File: src/design/assert_macros.svh
// Assertion macros used by the divide-step controller.
// No dependencies; each macro expands to one labeled concurrent assertion.
`ifndef ASSERT_MACROS_SVH
`define ASSERT_MACROS_SVH

// Same-cycle implication, disabled while reset is asserted (active low).
`define ASSERT_IMPL(lbl, clk, rst_n, ante, cons) \
    lbl: assert property (@(posedge clk) disable iff (!rst_n) (ante) |-> (cons)) \
        else $error("same-cycle implication check failed");

// Next-cycle implication, disabled while reset is asserted (active low).
`define ASSERT_NEXT(lbl, clk, rst_n, ante, cons) \
    lbl: assert property (@(posedge clk) disable iff (!rst_n) (ante) |=> (cons)) \
        else $error("next-cycle implication check failed");

`endif

File: src/design/ndiv_pkg.sv
// Shared types and constants for the non-restoring divide-step unit.
// No dependencies; used by ndiv_ctrl, ndiv_dp and the top level.
package ndiv_pkg;

    localparam int ACC_W = 56;
    localparam int DIV_W = 24;
    localparam int CNT_W = 12;
    // Divisor is aligned at accumulator bits 47..24
    localparam int DIV_SHIFT = 24;
    localparam int SIGN_FILL_W = ACC_W - DIV_W - DIV_SHIFT;
    localparam int MSB_POS = ACC_W - 1;

    localparam logic [CNT_W-1:0] MAX_REPEAT = 12'd4095;

    // Controller states, one-hot
    typedef enum logic [2:0] {
        S_IDLE = 3'b001,
        S_RUN  = 3'b010,
        S_DONE = 3'b100
    } t_state;

    // Controller to datapath
    typedef struct packed {
        logic load;
        logic step;
    } t_cmd;

    // Datapath to controller
    typedef struct packed {
        logic load_zero;
        logic cnt_last;
    } t_sts;

endpackage

File: src/design/ndiv_dp.sv
// Datapath: accumulator, flags, step counter and the 56-bit add/subtract step.
// Depends on ndiv_pkg; driven by commands from ndiv_ctrl.
module ndiv_dp (
    input  logic                              i_clk,
    input  ndiv_pkg::t_cmd                    i_cmd,
    output ndiv_pkg::t_sts                    o_sts,
    input  logic [ndiv_pkg::ACC_W-1:0]        i_acc_in,
    input  logic signed [ndiv_pkg::DIV_W-1:0] i_divisor,
    input  logic                              i_carry_in,
    input  logic                              i_sticky_in,
    input  logic [ndiv_pkg::CNT_W-1:0]        i_repeat_count,
    output logic [ndiv_pkg::ACC_W-1:0]        o_acc_out,
    output logic                              o_carry_out,
    output logic                              o_overflow_out,
    output logic                              o_sticky_out
);

    logic [ndiv_pkg::ACC_W-1:0] r_acc, n_acc;
    logic [ndiv_pkg::DIV_W-1:0] r_div, n_div;
    logic                       r_c, n_c;
    logic                       r_v, n_v;
    logic                       r_l, n_l;
    logic [ndiv_pkg::CNT_W-1:0] r_cnt, n_cnt;

    logic                       dsign;
    logic                       sub;
    logic                       step_v;
    logic [ndiv_pkg::ACC_W-1:0] pos;
    logic [ndiv_pkg::ACC_W-1:0] term;
    logic [ndiv_pkg::ACC_W-1:0] shifted;
    logic [ndiv_pkg::ACC_W-1:0] sum;
    logic [ndiv_pkg::CNT_W-1:0] sat_cnt;

    // Form the aligned divisor and one step: 2*acc + C -/+ divisor
    always_comb begin
        dsign   = r_div[ndiv_pkg::DIV_W-1];
        pos     = {{ndiv_pkg::SIGN_FILL_W{dsign}}, r_div, {ndiv_pkg::DIV_SHIFT{1'b0}}};
        sub     = (r_acc[ndiv_pkg::MSB_POS] == dsign);
        term    = sub ? ~pos : pos;
        shifted = {r_acc[ndiv_pkg::MSB_POS-1:0], r_c};
        sum     = shifted + term + {{(ndiv_pkg::ACC_W-1){1'b0}}, sub};
        step_v  = r_acc[ndiv_pkg::MSB_POS] ^ r_acc[ndiv_pkg::MSB_POS-1];
    end

    // Clamp the step count
    assign sat_cnt = (i_repeat_count > ndiv_pkg::MAX_REPEAT) ? ndiv_pkg::MAX_REPEAT
                                                             : i_repeat_count;

    // Load a new item or advance one step
    always_comb begin
        n_acc = r_acc;
        n_div = r_div;
        n_c   = r_c;
        n_v   = r_v;
        n_l   = r_l;
        n_cnt = r_cnt;
        priority if (i_cmd.load) begin
            n_acc = i_acc_in;
            n_div = i_divisor;
            n_c   = i_carry_in;
            n_v   = 1'b0;
            n_l   = i_sticky_in;
            n_cnt = sat_cnt;
        end else if (i_cmd.step) begin
            n_acc = sum;
            n_c   = ~sum[ndiv_pkg::MSB_POS];
            n_v   = step_v;
            n_l   = r_l | step_v;
            n_cnt = r_cnt - {{(ndiv_pkg::CNT_W-1){1'b0}}, 1'b1};
        end
    end

    // Payload registers, no reset needed
    always_ff @(posedge i_clk) begin
        r_acc <= n_acc;
        r_div <= n_div;
        r_c   <= n_c;
        r_v   <= n_v;
        r_l   <= n_l;
        r_cnt <= n_cnt;
    end

    // Status back to the controller
    assign o_sts.load_zero = (i_repeat_count == '0);
    assign o_sts.cnt_last  = (r_cnt == {{(ndiv_pkg::CNT_W-1){1'b0}}, 1'b1});

    assign o_acc_out      = r_acc;
    assign o_carry_out    = r_c;
    assign o_overflow_out = r_v;
    assign o_sticky_out   = r_l;

endmodule

File: src/design/ndiv_ctrl.sv
// Controller state machine: sequences load, divide steps and result hand-off.
// Depends on ndiv_pkg and assert_macros.svh; commands ndiv_dp.
`include "assert_macros.svh"

module ndiv_ctrl (
    input  logic           i_clk,
    input  logic           i_rst_n,
    input  logic           i_in_valid,
    input  logic           i_out_stall,
    input  ndiv_pkg::t_sts i_sts,
    output ndiv_pkg::t_cmd o_cmd,
    output logic           o_in_stall,
    output logic           o_out_valid
);

    ndiv_pkg::t_state r_state, n_state;
    logic             out_take;
    logic             in_take;

    // Handshakes: take a new item when idle or while the result leaves
    assign o_out_valid = (r_state == ndiv_pkg::S_DONE);
    assign out_take    = o_out_valid && !i_out_stall;
    assign o_in_stall  = !((r_state == ndiv_pkg::S_IDLE) || out_take);
    assign in_take     = i_in_valid && !o_in_stall;

    assign o_cmd.load = in_take;
    assign o_cmd.step = (r_state == ndiv_pkg::S_RUN);

    // Next state
    always_comb begin
        n_state = r_state;
        unique case (r_state)
            ndiv_pkg::S_IDLE: begin
                if (in_take) begin
                    n_state = i_sts.load_zero ? ndiv_pkg::S_DONE : ndiv_pkg::S_RUN;
                end
            end
            ndiv_pkg::S_RUN: begin
                if (i_sts.cnt_last) begin
                    n_state = ndiv_pkg::S_DONE;
                end
            end
            ndiv_pkg::S_DONE: begin
                if (in_take) begin
                    n_state = i_sts.load_zero ? ndiv_pkg::S_DONE : ndiv_pkg::S_RUN;
                end else if (out_take) begin
                    n_state = ndiv_pkg::S_IDLE;
                end
            end
            default: n_state = ndiv_pkg::S_IDLE;
        endcase
    end

    // State register
    always_ff @(posedge i_clk) begin
        if (!i_rst_n) begin
            r_state <= ndiv_pkg::S_IDLE;
        end else begin
            r_state <= n_state;
        end
    end

    // Checks
    `ASSERT_IMPL(a_run_stalls_input, i_clk, i_rst_n, r_state == ndiv_pkg::S_RUN, o_in_stall)
    `ASSERT_IMPL(a_load_step_excl, i_clk, i_rst_n, o_cmd.step, !o_cmd.load)
    `ASSERT_NEXT(a_last_step_done, i_clk, i_rst_n, o_cmd.step && i_sts.cnt_last, o_out_valid)

endmodule

File: src/design/nonrestoring_divide_steps_unit.sv
// Top level of the non-restoring divide-step unit.
// Depends on ndiv_pkg, ndiv_ctrl and ndiv_dp.
//
//  channel  | valid        | stall        | payload
//  ---------+--------------+--------------+------------------------------------------
//  input    | i_in_valid   | o_in_stall   | i_acc_in i_divisor i_carry_in
//           |              |              | i_sticky_in i_repeat_count
//  output   | o_out_valid  | i_out_stall  | o_acc_out o_carry_out o_overflow_out
//           |              |              | o_sticky_out
//
// An item with repeat count N >= 1 has its result valid once N steps have run:
// the accepting edge loads the datapath, then one 56-bit add/subtract
// step runs per cycle. A count of zero goes straight to done with the loaded values.
// A new item is taken in the cycle its predecessor's result leaves, but not
// while steps are running.
// Reset (synchronous, active low) returns the controller to idle.
module nonrestoring_divide_steps_unit (
    input  logic                              i_clk,
    input  logic                              i_rst_n,
    input  logic                              i_in_valid,
    output logic                              o_in_stall,
    input  logic [ndiv_pkg::ACC_W-1:0]        i_acc_in,
    input  logic signed [ndiv_pkg::DIV_W-1:0] i_divisor,
    input  logic                              i_carry_in,
    input  logic                              i_sticky_in,
    input  logic [ndiv_pkg::CNT_W-1:0]        i_repeat_count,
    output logic                              o_out_valid,
    input  logic                              i_out_stall,
    output logic [ndiv_pkg::ACC_W-1:0]        o_acc_out,
    output logic                              o_carry_out,
    output logic                              o_overflow_out,
    output logic                              o_sticky_out
);

    ndiv_pkg::t_cmd cmd;
    ndiv_pkg::t_sts sts;

    // Sequencer
    ndiv_ctrl u_ctrl (
        .i_clk       (i_clk),
        .i_rst_n     (i_rst_n),
        .i_in_valid  (i_in_valid),
        .i_out_stall (i_out_stall),
        .i_sts       (sts),
        .o_cmd       (cmd),
        .o_in_stall  (o_in_stall),
        .o_out_valid (o_out_valid)
    );

    // Accumulator and step logic
    ndiv_dp u_dp (
        .i_clk          (i_clk),
        .i_cmd          (cmd),
        .o_sts          (sts),
        .i_acc_in       (i_acc_in),
        .i_divisor      (i_divisor),
        .i_carry_in     (i_carry_in),
        .i_sticky_in    (i_sticky_in),
        .i_repeat_count (i_repeat_count),
        .o_acc_out      (o_acc_out),
        .o_carry_out    (o_carry_out),
        .o_overflow_out (o_overflow_out),
        .o_sticky_out   (o_sticky_out)
    );

endmodule

File: config.mk
export PLATFORM = sky130hd
export DESIGN_NAME = nonrestoring_divide_steps_unit
export DESIGN_NICKNAME = d
export VERILOG_FILES = /design/src/design/ndiv_pkg.sv /design/src/design/ndiv_dp.sv /design/src/design/ndiv_ctrl.sv /design/src/design/nonrestoring_divide_steps_unit.sv
export VERILOG_INCLUDE_DIRS = /design/src /design/src/design
export SDC_FILE = /design/constraint.sdc
export NUM_CORES = 1
export LEC_CHECK = 0
export BUFFER_PORTS_ARGS = -buffer_cell sky130_fd_sc_hd__buf_2
export CORE_MARGIN = 2
export CORE_UTILIZATION = 40
export CTS_CLUSTER_DIAMETER = 150
export DETAILED_ROUTE_END_ITERATION = 10
export HOLD_SLACK_MARGIN = 0.15
export PLACE_DENSITY = 0.74
export SYNTH_ARGS = -nofsm -noshare
export SYNTH_HDL_FRONTEND = slang
export SYNTH_SLANG_ARGS = --single-unit
File: constraint.sdc
create_clock -name i_clk -period 6.19 [get_ports i_clk]
set_clock_uncertainty 0.1 [all_clocks]
set_input_delay 1.238 -clock i_clk [delete_from_list [all_inputs] [get_ports i_clk]]
set_output_delay 1.238 -clock i_clk [all_outputs]
set_load 0.01 [all_outputs]
Word level (Yosys, flattened, before mapping)
Index checks and enable logic that the tools add are counted.
- word-level logic and storage cells: 47
- input port bits: 98
- register bits after elaboration: 98
- mux-type cells: 16
- add/subtract/negate cells: 3
- magnitude comparators: 1
- bitwise operators: 4
- reductions and logical operators: 8
- equality and inequality tests: 8
- operators by type and width (cell ; count):
    56-bit 2-to-1 mux ; 3
    56-bit by 1-bit adder with 56-bit output ; 1
    56-bit adder ; 1
    56-bit NOT ; 1
    12-bit 2-to-1 mux ; 3
    3-bit 2-to-1 mux ; 5
    12-bit by 1-bit equality test with 1-bit output (second input constant) ; 1
    12-bit > comparator (second input constant) ; 1
    12-bit zero test ; 1
    12-bit by 1-bit subtractor with 12-bit output (second input constant) ; 1
    3-bit one-hot mux with 3 select lines ; 1
    1-bit 2-to-1 mux ; 4
    2-bit by 1-bit inequality test with 1-bit output (second input constant) ; 2
    3-bit by 1-bit equality test with 1-bit output (second input constant) ; 1
    3-bit by 2-bit equality test with 1-bit output (second input constant) ; 1
    3-bit equality test (second input constant) ; 1
    3-bit inequality test (second input constant) ; 1
    3-bit AND reduction ; 1
    1-bit logical AND ; 2
    1-bit zero test ; 2
    2-bit nonzero test ; 1
    1-bit equality test ; 1
    1-bit logical OR ; 1
    1-bit NOT ; 1
    2 further kinds ; 2

Logic depth before layout (Yosys ltp)
Gate-level depths: netlist (run 1).
- depth after elaboration: 7
- gate-level depth with buffers: 17
- mapped depth without buffers: 11

Hierarchy
A second synthesis (run 1) with hierarchy kept.
- cell total of the unflattened synthesis: 722
- area, all modules: 7023.0 µm²
- by module, submodules not included (module ; instances ; area each (µm²) ; cells each):
    ndiv_dp ; 1 ; 6771.5 ; 694
    ndiv_ctrl ; 1 ; 251.5 ; 28

Worst setup path before layout (run 1)
OpenSTA, ideal clock, no wires.
- kind: reg2reg
- from: register u_ctrl.r_state[2]
- to: register u_dp.r_acc (netlist bit u_dp.o_acc_out[0]), enable pin
- setup slack: 0.033 ns
- arrival: 5.462 ns
- cell stages (with the launch flop): 3
- library setup time: 0.595 ns
- path buffers: 0
- required time: 5.495 ns
- cells stage by stage: dfxtp_1 > nand2b_1 > o21ai_0
- cells in the longest elaborated chain, start to end: 5
- elaborated cells between the ends (all ways): 7
- RTL lines (element ; RTL line ; RTL):
    start, declared ; ndiv_ctrl.sv:16 ; ndiv_pkg::t_state r_state, n_state;
    start signal, assigned ; ndiv_ctrl.sv:57 ; r_state <= ndiv_pkg::S_IDLE;
    start signal, assigned ; ndiv_ctrl.sv:59 ; r_state <= n_state;
    3-bit equality test ; ndiv_ctrl.sv:21 ; assign o_out_valid = (r_state == ndiv_pkg::S_DONE);
    1-bit logical AND ; ndiv_ctrl.sv:22 ; assign out_take = o_out_valid && !i_out_stall;
    1-bit logical OR ; ndiv_ctrl.sv:23 ; assign o_in_stall = !((r_state == ndiv_pkg::S_IDLE) || out_take);
    1-bit logical AND ; ndiv_ctrl.sv:24 ; assign in_take = i_in_valid && !o_in_stall;
    2-bit nonzero test (no source line) (*) ; - ;
    end signal, assigned ; ndiv_dp.sv:75 ; r_acc <= n_acc;
    end, declared ; ndiv_dp.sv:18 ; logic [ndiv_pkg::ACC_W-1:0] r_acc, n_acc;
Every way passes the cells marked *; elsewhere a longest branch is shown, timed or not.
A chain may end at the register's enable or synchronous reset.

Final worst setup path (run 1)
- from: register u_dp.r_acc (netlist bit u_dp.o_acc_out[55])
- to: register u_dp.r_acc (netlist bit u_dp.o_acc_out[52]) (data pin)
- cells in the longest elaborated chain, start to end: 6
- RTL lines (element ; RTL line ; RTL):
    1-bit equality test (*) ; ndiv_dp.sv:38 ; sub = (r_acc[ndiv_pkg::MSB_POS] == dsign);
    56-bit 2-to-1 mux ; ndiv_dp.sv:39 ; term = sub ? ~pos : pos;
    56-bit adder ; ndiv_dp.sv:41 ; sum = shifted + term + {{(ndiv_pkg::ACC_W-1){1'b0}}, sub};
    56-bit by 1-bit adder with 56-bit output (*) ; ndiv_dp.sv:41 ;
    56-bit 2-to-1 mux (*) ; ndiv_dp.sv:64 ; end else if (i_cmd.step) begin
    56-bit 2-to-1 mux (*) ; ndiv_dp.sv:57 ; priority if (i_cmd.load) begin
    via u_dp.n_acc, one bit ; ndiv_dp.sv:18 ;
Mark *: on every way through the listed nets, which the timed path passes. The rest lies on a longest branch. The select of a mux whose other input is x is not followed.

==> out/qor.yml, run 1 <==
setup_path:
  crit_chain: "xor2_4 > buf_4 > inv_2 > ha_1 > nand2_1 > nor4_1 > a41oi_1 > o21ai_2 > a31oi_2 > o311ai_0 > nand3_1"
  worstReg2RegEnd: "u_dp.o_acc_out[52]$_DFFE_PP_"
  crit_required_ns: 6.19
  cp-startpoint: "u_dp.o_acc_out[55]$_DFFE_PP_"
  rrSetupSlack_ns: 2.23
  worstSetupPathType: "reg -> reg"
  crit_path_start_kind: "register"
  cp-endpoint: "u_dp.o_acc_out[52]$_DFFE_PP_"
  worstReg2RegStart: "u_dp.o_acc_out[55]$_DFFE_PP_"
  arrival_ns: 3.96
  r2r.worst_path.cells: 11
  cp-end-kind: "register"
  crit_buf_inv: 2
  max_stage_delay_ns: 0.65
  slowest_stage: "nor4_1"
  critPathMaxFanout: 19
  worst-path-stages: 11
  crit_family: "compound AO/OA/AOI/OAI gates"
synthesis:
  syn_area_per_cell_um2: 9.086
  synth-edff-count: 94
  postSynth.asyncResetShare_pct: 0
  syn_area_um2: 7087
  yosys.cell_types.count: 64
  synth_nets: 913
  synthCells: 780
  ys_ff_latch: 98
  yosysWarnings: 0
  seq_area_frac_synth_pct: 40.96
  ys.flop_type: "edfxtp_1"
clock_tree:
  cts_sinks: 98
  postCtsSetupBuffers: 0
  cts_root_buf: "clkbuf_16"
  clk_pin_slew_worst_paths_ns: 0.07
  cts_tree: "yes"
  cts_buffers: 9
  clk_latency_ns: 0.36
  cts_buffer_depth: 2
  htreeDepth: 3
  cts_resized: 0
  cts_hold_buffers: 0
die:
  die_area_um2: 18800
  rows: 48
  die_w_um: 137.1
  start_util_pct: 40.97
  dieHeight_um: 137.1
  ioPinCount: 159
  core_region_area_um2: 17300
cells_and_area:
  final_util_pct: 48.09
  ff_latch_area_um2: 2903
  fin_nets: 1039
  final_layout_size_suffix_gt1_share_pct: 21.84
  area_growth_pct: 17.37
  stdcell_area_um2: 8318
  insertedDiodeCount: 0
  multi_input_area_um2: 3928
  fill_cells: 1684
timing:
  finalCritPeriodShare_pct: 64.03
  max_freq_mhz: 252.3
  hold_viol: 0
  maxSlewViolCount: 0
  rsz0062_at_grt: "false"
  relSlewSlack_pct: 47.81
  setup_tns_ns: 0
  tightest_slew_ns: 0.7828
  setup_viol: 0
  post-route-min-period_ns: 3.964
global_route:
  overflow: 0
  grt_pass1_wl_um: 30190
  track_usage_pct: 20.53
  first_global_vias: 6029
  grt_max_degree: 67
  antenna_found_initial: 2
placement:
  port_buffers: 158
  place_hpwl_um: 13740
  gp_congestion: 0.9190
  dpl_cell_area_um2: 8013
hold_path:
  holdPathStages: 2
  hold_path.class: "reg -> reg"
  hold_start: "u_dp.o_overflow_out$_SDFFE_PP0N_"
routing:
  ant_nets: 0
  drt_wl_total_um: 18990
  via_count: 6426
  vias_per_cell: 5.657
  dr.pass1.iters: 7
  routedWlPerCell_um: 16.71
  route.detailed.drc: 0
  drt_iter0_markers: 607
pwr:
  ir_worst_vdd_v: 0.0002665
  total_power_mw: 4.648
  cellPowerDensity_nw_per_um2: 558.8
  p_leak_nw: 3.346
job:
  drv_cap: 0
run_status:
  status: "finished, final reports clean"
## state kept, by name, summed over array words and instances (netlist names)
signal	cells
u_dp.o_sticky_out	1
u_dp.o_carry_out	1
u_ctrl.r_state	3
u_dp.r_cnt	12
u_dp.r_div	24
u_dp.o_acc_out	56
u_dp.o_overflow_out	1
## worst reg2reg max path, delay by kind of cell (launching register included)
family                   cells  cell delay (ns)
adder cells (fa/ha/maj)      1             0.29
AND/OR/NAND/NOR              3             0.86
AO/OA/AOI/OAI                4             1.08
flip-flops                   1             0.55
XOR/XNOR                     1             0.21
buffers and inverters        2             0.60
## power breakdown
| part | switching (mW) | leakage, nW | internal [mW] | total (mW) |
|---|---|---|---|---|
| Clock | 0.254 | 0.153 | 0.336 | 0.590 |
| Sequential | 0.155 | 0.931 | 1.01 | 1.16 |
| Combinational | 1.73 | 2.26 | 1.17 | 2.89 |
## through the flow
| stage | instances | worst slack, ns | hold slack [ns] |
|---|---|---|---|
| detailed placement | 1120 | 2.261 | 0.4168 |
| CTS | 1136 | 2.210 | 0.4312 |
| finish | 1136 | 2.226 | 0.4310 |
| floorplan | 780 | 0.03347 | 0.4200 |
| global route | 1136 | 1.823 | 0.4639 |
| global placement | 1120 | 2.387 | 0.4114 |
## cells by family (layout without fill, tap and decap cells)
logic type / after synthesis / in the layout / share of synthesized area [%]
AO/OA/AOI/OAI: 211 / 211 / 18.52
XOR/XNOR: 79 / 79 / 10.03
adder cells (fa/ha/maj): 35 / 35 / 6.179
buffers and inverters: 67 / 198 / 3.778
flip-flops: 98 / 98 / 40.96
multiplexers: 9 / 9 / 1.483
AND/OR/NAND/NOR: 281 / 281 / 19.05
## routing by layer
metal	track usage, %	up-vias	share of wire [%]	wire (µm)
li1	-	3104	-	-
met1	28.28	3035	45	8550
met2	32.23	256	46	8709
met3	4.593	29	7.2	1361
met4	6.186	2	1.8	350
met5	0	-	0.084	16
## cell usage in the layout (no fill, tap or decap), types with 11 or more instances in the layout
cell      count
a21o_1       21
a21oi_1      74
a31oi_1      11
buf_2       158
edfxtp_1     94
ha_1         35
inv_1        17
nand2_1     102
nand3_1      22
nand4_1      26
nor2_1       63
nor3_1       12
nor4_1       12
o21ai_0      48
xnor2_1      60
xor2_1       18
## Yosys cell counts (3+ instances only)
cell type	instances	area, µm²
mux2i_1	6	60.06
nand2b_1	6	37.54
and2_1	4	25.02
o21ai_1	5	25.02
a31oi_1	11	68.82
dfxtp_1	4	80.08
a21oi_1	74	370.4
nand4_1	26	162.7
xor2_1	18	157.7
o21ai_2	3	26.28
inv_1	18	67.56
o21ai_0	49	245.2
a21o_1	21	157.7
nor4_1	12	75.07
buf_2	7	35.03
o21bai_1	10	75.07
nand3_1	22	110.1
o21a_1	6	45.04
xnor2_1	60	525.5
nor2_1	63	236.5
or4_1	10	75.07
nor3b_1	4	30.03
or3_1	3	18.77
nor3_1	12	60.06
buf_1	7	26.28
edfxtp_1	94	2823
o31ai_1	4	30.03
nand2_1	102	382.9
o22ai_1	4	25.02
and3_1	6	37.54
clkbuf_1	33	123.9
o211ai_1	4	30.03
ha_1	35	437.9
## how the worst min path moves through the flow
stage | to | slack, ns
final | u_dp.o_overflow_out$_SDFFE_PP0N_ | 0.43
after detailed placement | u_dp.o_overflow_out$_SDFFE_PP0N_ | 0.42
after floorplan | u_dp.o_overflow_out$_SDFFE_PP0N_ | 0.42
after CTS | u_dp.o_overflow_out$_SDFFE_PP0N_ | 0.43
after global placement | u_dp.o_overflow_out$_SDFFE_PP0N_ | 0.41
after global routing | u_dp.o_overflow_out$_SDFFE_PP0N_ | 0.46
## layout make-up
| class | count | share of cell area [%] |
|---|---|---|
| clock buffer | 12 | 3.084 |
| tap | 225 | 3.384 |
| timing repair buffer | 163 | 9.958 |
| sequential | 98 | 34.90 |
| multi-input combinational | 615 | 47.22 |
| clock inverter | 4 | 0.5866 |
| inverter | 19 | 0.8724 |
Power figures use the tool's default switching activity.
==> run 2: changes to the inputs <==
--- a/config.mk
+++ b/config.mk
@@ -6,13 +6,14 @@
 export SDC_FILE = /design/constraint.sdc
 export NUM_CORES = 1
 export LEC_CHECK = 0
+export ABC_AREA = 1
 export BUFFER_PORTS_ARGS = -buffer_cell sky130_fd_sc_hd__buf_2
 export CORE_MARGIN = 2
 export CORE_UTILIZATION = 40
 export CTS_CLUSTER_DIAMETER = 150
 export DETAILED_ROUTE_END_ITERATION = 10
 export HOLD_SLACK_MARGIN = 0.15
-export PLACE_DENSITY = 0.74
+export PLACE_DENSITY = 0.71
 export SYNTH_ARGS = -nofsm -noshare
 export SYNTH_HDL_FRONTEND = slang
 export SYNTH_SLANG_ARGS = --single-unit
==> constraint.sdc (replaced) <==
create_clock -name i_clk -period 4.1 [get_ports i_clk]
set_clock_uncertainty 0.1 [all_clocks]
set_input_delay 0.82 -clock i_clk [delete_from_list [all_inputs] [get_ports i_clk]]
set_output_delay 0.82 -clock i_clk [all_outputs]
set_load 0.01 [all_outputs]
==> run 2 against run 1 <==
Net effect: sequential power increased by 80%; final area increased by 16%; register-to-register slack got worse by 2.0 ns; final cell count up 44%; clock-buffer cell count is 2 lower; critical path type unchanged; non-clock buffer count rose by 3; critical path depth increased by 6; via count grew 31%.
==> out/qor.yml, run 2 <==
routing:
  route.detailed.drc: 0  # unchanged
  drt_iter0_markers: 647  # was 607
  via_count: 8394  # was 6426
  wl_met2_um: 11480  # was 8709 µm
  route.met3.wl_um: 1865  # was 1361 µm
  met1_length_um: 12320  # was 8550 µm
  routed.top_layer: "met4"  # was met5
  drt_wl_total_um: 26280  # was 18990 µm
  vias_per_cell: 5.134  # was 5.657
  ant_nets: 0  # unchanged
  routedWlPerCell_um: 16.07  # was 16.71 µm
  dr.pass1.iters: 5  # was 7
synthesis:
  ys_ff_latch: 98  # unchanged
  seq_area_frac_synth_pct: 35.05  # was 40.96%
  synth_nets: 1342  # was 913
  synthCells: 1209  # was 780
  synth-edff-count: 94  # unchanged
  yosysWarnings: 0  # unchanged
  synth_commonest_cells: "nand2_1 (425), inv_1 (154), nor2_1 (115)"  # was nand2_1 (102), edfxtp_1 (94), a21oi_1 (74)
  ys.flop_type: "edfxtp_1"  # unchanged
  synth_top_cell_area_share_pct: 34.08  # was 39.83%
  synth.area.top_cells: "edfxtp_1 (34%), nand2_1 (19%), inv_1 (7.0%), ha_1 (5.3%), nor2_1 (5.2%)"  # was edfxtp_1 (40%), xnor2_1 (7.4%), ha_1 (6.2%), nand2_1 (5.4%), a21oi_1 (5.2%)
  postSynth.asyncResetShare_pct: 0  # unchanged
  synth_top_cell_by_area: "edfxtp_1"  # unchanged
  syn_area_per_cell_um2: 6.850  # was 9.086 µm²
  syn_area_um2: 8282  # was 7087 µm²
  yosysMostFrequentCell: "nand2_1"  # unchanged
  yosys.cell_types.count: 41  # was 64
clock_tree:
  clk_pin_slew_worst_paths_ns: 0.07  # about the same
  cts_sinks: 98  # unchanged
  htreeDepth: 3  # unchanged
  cts_buffers: 9  # unchanged
  cts_buffer_depth: 2  # unchanged
  cts_tree: "yes"  # unchanged
  cts_root_buf: "clkbuf_16"  # unchanged
  clk_latency_ns: 0.36  # about the same
timing:
  finalHoldWorstSlack_ns: 0.4246  # was 0.4310 ns
  finalCritPeriodShare_pct: 94.24  # was 64.03%
  maxSlewViolCount: 0  # unchanged
  post-route-min-period_ns: 3.864  # was 3.964 ns
  max_freq_mhz: 258.8  # was 252.3 MHz
  setup_tns_ns: 0  # unchanged
  tightest_slew_ns: 0.5971  # was 0.7828 ns
  relSlewSlack_pct: 60.20  # was 47.81%
  rsz0062_at_grt: "false"  # unchanged
  setup_ws_ns: 0.2362  # was 2.226 ns
  hold_viol: 0  # unchanged
  setup_viol: 0  # unchanged
cells_and_area:
  final_util_pct: 47.55  # was 48.09%
  final_layout_size_suffix_gt1_share_pct: 16.34  # was 21.84%
  final_common_cell: "nand2_1"  # was buf_2
  fin_nets: 1493  # was 1039
  largest_register_ffs: 56  # unchanged
  area_growth_pct: 16.54  # was 17.37%
  final_cell_mix: "nand2_1 (424), buf_2 (158), inv_1 (154), nor2_1 (115), edfxtp_1 (94)"  # was buf_2 (158), nand2_1 (102), edfxtp_1 (94), a21oi_1 (74), nor2_1 (63)
  insertedDiodeCount: 0  # unchanged
setup_path:
  worstSetupPathType: "reg -> reg"  # unchanged
  cp-end-kind: "register"  # unchanged
  crit_required_ns: 4.12  # was 6.19 ns
  arrival_ns: 3.88  # was 3.96 ns
  critPathMaxFanout: 36  # was 19
  crit_path_start_kind: "register"  # unchanged
placement:
  place_ws_ns: 0.2292  # was 2.261 ns
  port_buffers: 158  # unchanged
  place_hpwl_um: 21150  # was 13740 µm
  gp_congestion: 0.9960  # was 0.9190
die:
  die_w_um: 147.9  # was 137.1 µm
  die_area_um2: 21870  # was 18800 µm²
  rows: 52  # was 48
  start_util_pct: 40.80  # was 40.97%
  ioPinCount: 159  # unchanged
  dieHeight_um: 147.9  # was 137.1 µm
  core_region_area_um2: 20300  # was 17300 µm²
global_route:
  track_usage_pct: 23.97  # was 20.53%
  first_global_vias: 7990  # was 6029
  grt_max_degree: 70  # was 67
  overflow: 0  # unchanged
  grt_pass1_wl_um: 40980  # was 30190 µm
  antenna_found_initial: 0  # was 2
run_status:
  status: "finished, final reports clean"  # unchanged
pwr:
  cellPowerDensity_nw_per_um2: 1027  # was 558.8 nW/µm²
  ir_worst_vdd_v: 0.0004985  # was 0.0002665 V
  p_leak_nw: 4.557  # was 3.346 nW
  total_power_mw: 9.908  # was 4.648 mW
job:
  drv_cap: 0  # unchanged
hold_path:
  hold_path.class: "reg -> reg"  # unchanged
-- run 2: power by group --
group	leakage, nW	internal (mW)	total [mW]	switching (mW)
clock	0.145	0.483	0.900	0.417
sequential	0.926	1.78	2.09	0.316
combinational	3.49	2.27	6.91	4.65
total	4.56	4.53	9.91	5.38
-- run 2: final timing paths --
check / start / endpoint / cells after the start / slack [ns]
worst max-delay path: u_dp.o_acc_out[55]$_DFFE_PP_ / u_dp.o_acc_out[50]$_DFFE_PP_ / 17 / 0.24
worst min-delay path: u_ctrl.r_state[2]$_SDFFE_PN0P_ / u_ctrl.r_state[2]$_SDFFE_PN0P_ / 2 / 0.42
worst max register to register: u_dp.o_acc_out[55]$_DFFE_PP_ / u_dp.o_acc_out[50]$_DFFE_PP_ / 17 / 0.24
worst min register to register: u_ctrl.r_state[2]$_SDFFE_PN0P_ / u_ctrl.r_state[2]$_SDFFE_PN0P_ / 2 / 0.42
-- run 2: repair_timing --
item,4_1_cts,5_1_grt
resized for setup,0,1
endpoints found under the setup margin,0,2
hold buffers,0,0
setup buffers,0,0
-- run 2: final cells by class --
class	instances	area, µm²
fill	2153	10650
multi-input combinational	929	4657
timing repair buffer	166	863.3
inverter	156	586.8
sequential	98	2903
clock inverter	6	75.07
clock buffer	10	229.0
tap	270	337.8
-- run 2: worst max-delay path, cell delays in order, from the launching register on --
cell and delay, ns:
edfxtp_1 0.50, inv_2 0.10, nand2_2 0.29, nand2_8 0.28, xor2_1 0.23, ha_1 0.39, nand2_1 0.16, nor2_1 0.22
inv_1 0.12, nor2_1 0.13, inv_1 0.10, nor3_1 0.24, nor3b_1 0.36, nand2_1 0.13, nand2_1 0.08, nand2_1 0.05
nand3_1 0.06, nand2_1 0.05
-- run 2: metrics by stage --
stage | area, µm² | instances
CTS | 9643 | 1635
global route | 9652 | 1635
detailed placement | 9339 | 1619
global placement | 9339 | 1619
floorplan | 8282 | 1209
finish | 9652 | 1635
-- run 2: logic make-up (layout without fill, tap and decap cells) --
kind of cell,count (synthesis),after routing,share of synthesized area [%]
AOI/OAI and AO/OA,143,143,9.895
buffers and inverters,182,338,8.853
xor gates and xnor gates,47,47,4.971
adders and majority gates,35,35,5.288
and+or+nand+nor,704,704,35.94
DFF,98,98,35.05
-- run 2: routing by layer --
metal,vias up,GRT usage [%]
li1,4238,-
met1,3819,34.19
met2,299,37.47
met3,38,4.136
met4,0,6.905
met5,-,0
